<file path="config.mk">
export PLATFORM = sky130hd
export DESIGN_NAME = rd_cell
export DESIGN_NICKNAME = d
export VERILOG_FILES = /design/src/rtl/rd_pkg.sv /design/src/rtl/rd_cell.sv
export SDC_FILE = /design/constraint.sdc
export NUM_CORES = 1
export LEC_CHECK = 0
export ABC_AREA = 1
export BUFFER_PORTS_ARGS = -buffer_cell sky130_fd_sc_hd__buf_2
export CORE_ASPECT_RATIO = 0.8
export CORE_MARGIN = 2
export CORE_UTILIZATION = 35
export DETAILED_ROUTE_END_ITERATION = 6
export GPL_TIMING_DRIVEN = 0
export SLEW_MARGIN = 0
export SYNTH_ARGS = -nofsm -noshare
export SYNTH_HDL_FRONTEND = slang
export SYNTH_SLANG_ARGS = --single-unit
</file>
<file path="constraint.sdc">
create_clock -name clk -period 2.1 [get_ports clk]
set_input_delay 0.105 -clock clk [delete_from_list [all_inputs] [get_ports clk]]
set_output_delay 0.105 -clock clk [all_outputs]
set_load 0.005 [all_outputs]
</file>
<file path="src/rtl/rd_pkg.sv">
`default_nettype none
package rd_pkg;

  // default operand width
  localparam int WIDTH_DEF = 32;

  // control that travels along the cell chain with each item
  typedef struct packed {
    logic vld;
    logic dz;
  } ctl_t;

endpackage
`default_nettype wire

</file>
<file path="src/rtl/rd_cell.sv">
`default_nettype none
module rd_cell #(
  parameter int WIDTH = rd_pkg::WIDTH_DEF
) (
  input  wire logic             clk,
  input  wire logic             rst_n,
  input  wire logic             en,
  input  wire rd_pkg::ctl_t     ctl_i,
  input  wire logic [WIDTH-1:0] q_i,
  input  wire logic [WIDTH-1:0] r_i,
  input  wire logic [WIDTH-1:0] d_i,
  output rd_pkg::ctl_t          ctl_o,
  output logic      [WIDTH-1:0] q_o,
  output logic      [WIDTH-1:0] r_o,
  output logic      [WIDTH-1:0] d_o
);
  import rd_pkg::*;

  ctl_t             ctl_r;
  logic [WIDTH-1:0] q_r, r_r, d_r;
  logic [WIDTH-1:0] q_nxt, r_nxt;
  logic [WIDTH:0]   shifted;
  logic [WIDTH+1:0] diff;
  logic             ge;

  // one shift-subtract-restore step on a width+1 bit partial remainder
  assign shifted = {r_i, q_i[WIDTH-1]};
  assign diff    = {1'b0, shifted} - {2'b00, d_i};
  assign ge      = ~diff[WIDTH+1];

  always_comb begin
    if (ge) begin
      r_nxt = diff[WIDTH-1:0];
      q_nxt = {q_i[WIDTH-2:0], 1'b1};
    end else begin
      r_nxt = shifted[WIDTH-1:0];
      q_nxt = {q_i[WIDTH-2:0], 1'b0};
    end
  end

  // control register
  always_ff @(posedge clk) begin
    if (!rst_n) begin
      ctl_r <= '0;
    end else if (en) begin
      ctl_r <= ctl_i;
    end
  end

  // payload registers
  always_ff @(posedge clk) begin
    if (en) begin
      q_r <= q_nxt;
      r_r <= r_nxt;
      d_r <= d_i;
    end
  end

  assign ctl_o = ctl_r;
  assign q_o   = q_r;
  assign r_o   = r_r;
  assign d_o   = d_r;

endmodule
`default_nettype wire

</file>
==> results.txt <==
- Count of max-cap constraint violations: 0
- Clock tree from TritonCTS: done
* Required @ worst endpoint: between 2 and 2.5 ns
* Final critical path time including I/O delays and setup: 1.88 ns
* Global-route usage over all layers: 0.189
- In the synthesized netlist, the number of instances is around 740.
* I/O Pins: 199
- Row generation in the floorplan step produced 43 rows.
* Ys flop type: sky130_fd_sc_hd__edfxtp_1
- Final number of setup-violating endpoints: 0
- In this run, synthesis produced a sequential element count of 98.
- Cell area after synthesis: approximately 6100 sq um
* Status: finished, final reports clean
- Of the total power, the share spent switching nets is 0.296.
- Number of antenna violations at the first check in global routing: 0
- Unrepaired setup endpoints after global routing: no
- Power density over the cells: 668 nW/um^2
* Type of element capturing the critical path: register
- Critical path class: input port to register
- Leak pwr: 4.36 nW
- Die H: roughly 120 um
- The tree is rooted in a sky130_fd_sc_hd__clkbuf_16.
* Peak fanout along the critical path: 4
- CTS sink cnt: 98
- The routed layout has 5551 vias.
- After synthesis, the share of flip-flops with an asynchronous set or reset is 0.
- Worst Tran Pin Value: between 0.4 and 0.5 ns
- Horizontal die dimension: ~150 um
- Fill cells in the final layout number approximately 1700.
- Routability-driven placement finished with a final weighted congestion of 0.863.
- Dividing the final minimum period by the clock period gives 0.896.
- Synthesis Warnings: 0
- After clock tree synthesis, the clock-pin slew on the worst setup and hold paths is 0.07 ns.
- Layout cell share with drive strength beyond 1: 0.249
- STA puts the critical path data arrival time at 2.00 ns.
* First-pass GRT wire length: 26.7 mm
- The later pin in the worst-skew pair is clocked with a latency of about 0.35 ns.
- The worst-case IR drop observed on VDD is 0.360 mV.
- Hold is met by approximately 0.064 ns.
* Count of pins over their slew limit: 0
- The detail route stage leaves a number of antenna-violating nets equal to 0.
- Sequential share of the synthesized area: 0.480
* Post-synth EDFFs: 96
- Total count of hold-check failures in the final report: 0
* Launching element type of the critical path: input port
* Detailed Routing Iterations Pass 1: 5
* WL per Instance: 13.8 um
- Total die area: around 18000 sq um
- From synthesis to final layout, the design area changed by 37.7%.
* Number of design rule violations left after detail routing: 0
- For this design the total switching power over the nets is 1.66 mW.
* Floorplan core area: 17200 sq um
* Antenna fix cells: 0
- H-tree levels: 3
- For this configuration, the core starts out at a cell density of 0.355.
- The share of total power dissipated in the clock network is 0.317.
- Max_slew headroom: 0.731
- Post-Syn Nets: 878
- GR Overflow Total: 0
- For this block, the initial DRC count from the detailed router was 272.
- Timing-limited maximum frequency: 0.531 GHz
* Post-route clock skew: 0 ns
* Worst hold path class: input port to register
- Via density per instance: 4.44
* Total wire length after detailed routing: 17.2 mm
* Internal Power: 3.94 mW
* Inserted Clock Buffers: 9
* Maximum number of pins on one net before global-route repair: between 70 and 80
- Post-detailed-placement half-perimeter wirelength: 13.4 mm
* Mapped Avg Cell Area: 8.18 sq um
* Number of global-route vias before repair: about 5400
- The longest clock path from root to sink contains 2 buffers.
- Of the total power, registers draw 0.434.
* Net count of the finished layout: approximately 1200
* Number of buffers added for setup after CTS: 0
* Count of buffers from port buffering: 198
- Summing internal, switching and leakage power gives 5.60 mW.
* Share of power burned in combinational logic: 0.249
* Number of library cell types mapped by synthesis: 31
area by class of cell:
class,instances,area [sq um],share of cell area
Sequential cell,98,2920,0.349
Multi-Input combinational cell,491,2540,0.304
Timing Repair Buffer,266,1690,0.202
Inverter,146,548,0.0654
Tap cell,225,282,0.0336
Clock buffer,9,225,0.0269
Clock inverter,7,92.6,0.0110
Buffer,9,75.1,0.00896
worst max-delay path: stages:
cell,delay [ns]
sky130_fd_sc_hd__buf_2,0.09
sky130_fd_sc_hd__inv_1,0.06
sky130_fd_sc_hd__ha_1,0.15
sky130_fd_sc_hd__inv_1,0.10
sky130_fd_sc_hd__fa_2,0.41
sky130_fd_sc_hd__nand3_1,0.10
sky130_fd_sc_hd__nand3_1,0.18
sky130_fd_sc_hd__nand2_1,0.11
sky130_fd_sc_hd__nand2_1,0.12
sky130_fd_sc_hd__nand2_1,0.09
sky130_fd_sc_hd__nand2_1,0.13
sky130_fd_sc_hd__nand2_1,0.13
sky130_fd_sc_hd__nand3_1,0.09
sky130_fd_sc_hd__nand3_2,0.09
sky130_fd_sc_hd__nand2_1,0.05
layout by cell type (no fill, tap or decap), types with 4 or more instances in the layout:
| cell | instances |
|---|---|
| sky130_fd_sc_hd__dlygate4sd3_1 | 67 |
| sky130_fd_sc_hd__nand3_1 | 58 |
| sky130_fd_sc_hd__ha_1 | 32 |
| sky130_fd_sc_hd__nand3_2 | 14 |
| sky130_fd_sc_hd__xor2_1 | 15 |
| sky130_fd_sc_hd__edfxtp_1 | 96 |
| sky130_fd_sc_hd__buf_2 | 202 |
| sky130_fd_sc_hd__nand2_2 | 4 |
| sky130_fd_sc_hd__inv_1 | 143 |
| sky130_fd_sc_hd__clkbuf_16 | 9 |
| sky130_fd_sc_hd__nor2_1 | 44 |
| sky130_fd_sc_hd__nand3b_1 | 5 |
| sky130_fd_sc_hd__nand2_1 | 264 |
| sky130_fd_sc_hd__a21oi_1 | 18 |
| sky130_fd_sc_hd__nand4_1 | 7 |
| sky130_fd_sc_hd__and2_1 | 10 |
power groups by stage:
stage	Clock [mW]	Combinational (mW)	Sequential (mW)
after floorplan	0	0.704	2.52
after global placement	0	1.28	2.48
after detailed placement	0	1.30	2.48
after CTS	1.84	1.40	2.43
after global routing	1.90	1.58	2.45
final	1.77	1.39	2.43
logic make-up (layout without fill, tap and decap cells):
group | count (synthesis) | count (layout) | share of synthesized area
and+or+nand+nor | 418 | 418 | 0.305
AOI/OAI and AO/OA | 25 | 25 | 0.0224
buffers and inverters | 155 | 437 | 0.102
adders and majority gates | 33 | 33 | 0.0691
xor gates and xnor gates | 15 | 15 | 0.0216
DFF | 98 | 98 | 0.480
Yosys cell counts (all sizes together), types with 4 or more instances:
cell | count | area share
inv | 146 | 0.090
ha | 32 | 0.066
nand3 | 72 | 0.071
buf | 9 | 0.012
nand2 | 270 | 0.17
nand4 | 7 | 0.0072
a21oi | 19 | 0.016
nand3b | 5 | 0.0062
xor2 | 15 | 0.022
nor3 | 4 | 0.0041
and2 | 10 | 0.010
edfxtp | 96 | 0.47
nor2 | 48 | 0.032
per-layer routing:
layer,global-route usage,up-vias,part of all wire
met5,0,-,0
met4,0.0485,0,0.011
met3,0.0547,11,0.090
met2,0.291,186,0.42
met1,0.261,2450,0.48
li1,-,2904,-
worst paths after layout:
path,slack [ns],endpoint,cells past startpoint,from
max,0.22,r_o[28],15,q_i[31]
min,0.06,r_o[14],3,r_i[13]
max reg2reg,0.93,ctl_o[0],3,ctl_o[0]
min reg2reg,1.06,ctl_o[1],3,ctl_o[1]
per-stage QoR:
step / area (sq um) / utilization / setup TNS (ns) / cells / worst slack (ns)
global route: 8380 / 0.488 / 0 / 1251 / 0.0607
CTS: 8380 / 0.488 / 0 / 1251 / 0.154
detailed placement: 7390 / 0.431 / -1.37 / 1168 / -0.224
floorplan: 6090 / - / 0 / 744 / 0.326
global placement: 7360 / 0.429 / -9.00 / 1167 / -0.193
finish: 8380 / 0.488 / 0 / 1251 / 0.217
flip-flops by register name (all words and copies together), names as in the netlist:
register,cells
ctl_o,2
d_o,32
q_o,32
r_o,32
what timing repair did:
item | in CTS | in global routing
endpoints found under the hold margin | 65 | 0
hold buffers | 67 | 0
setup endpoints to repair | 0 | 1
resized for setup | 0 | 1
Power figures use the tool's default switching activity.
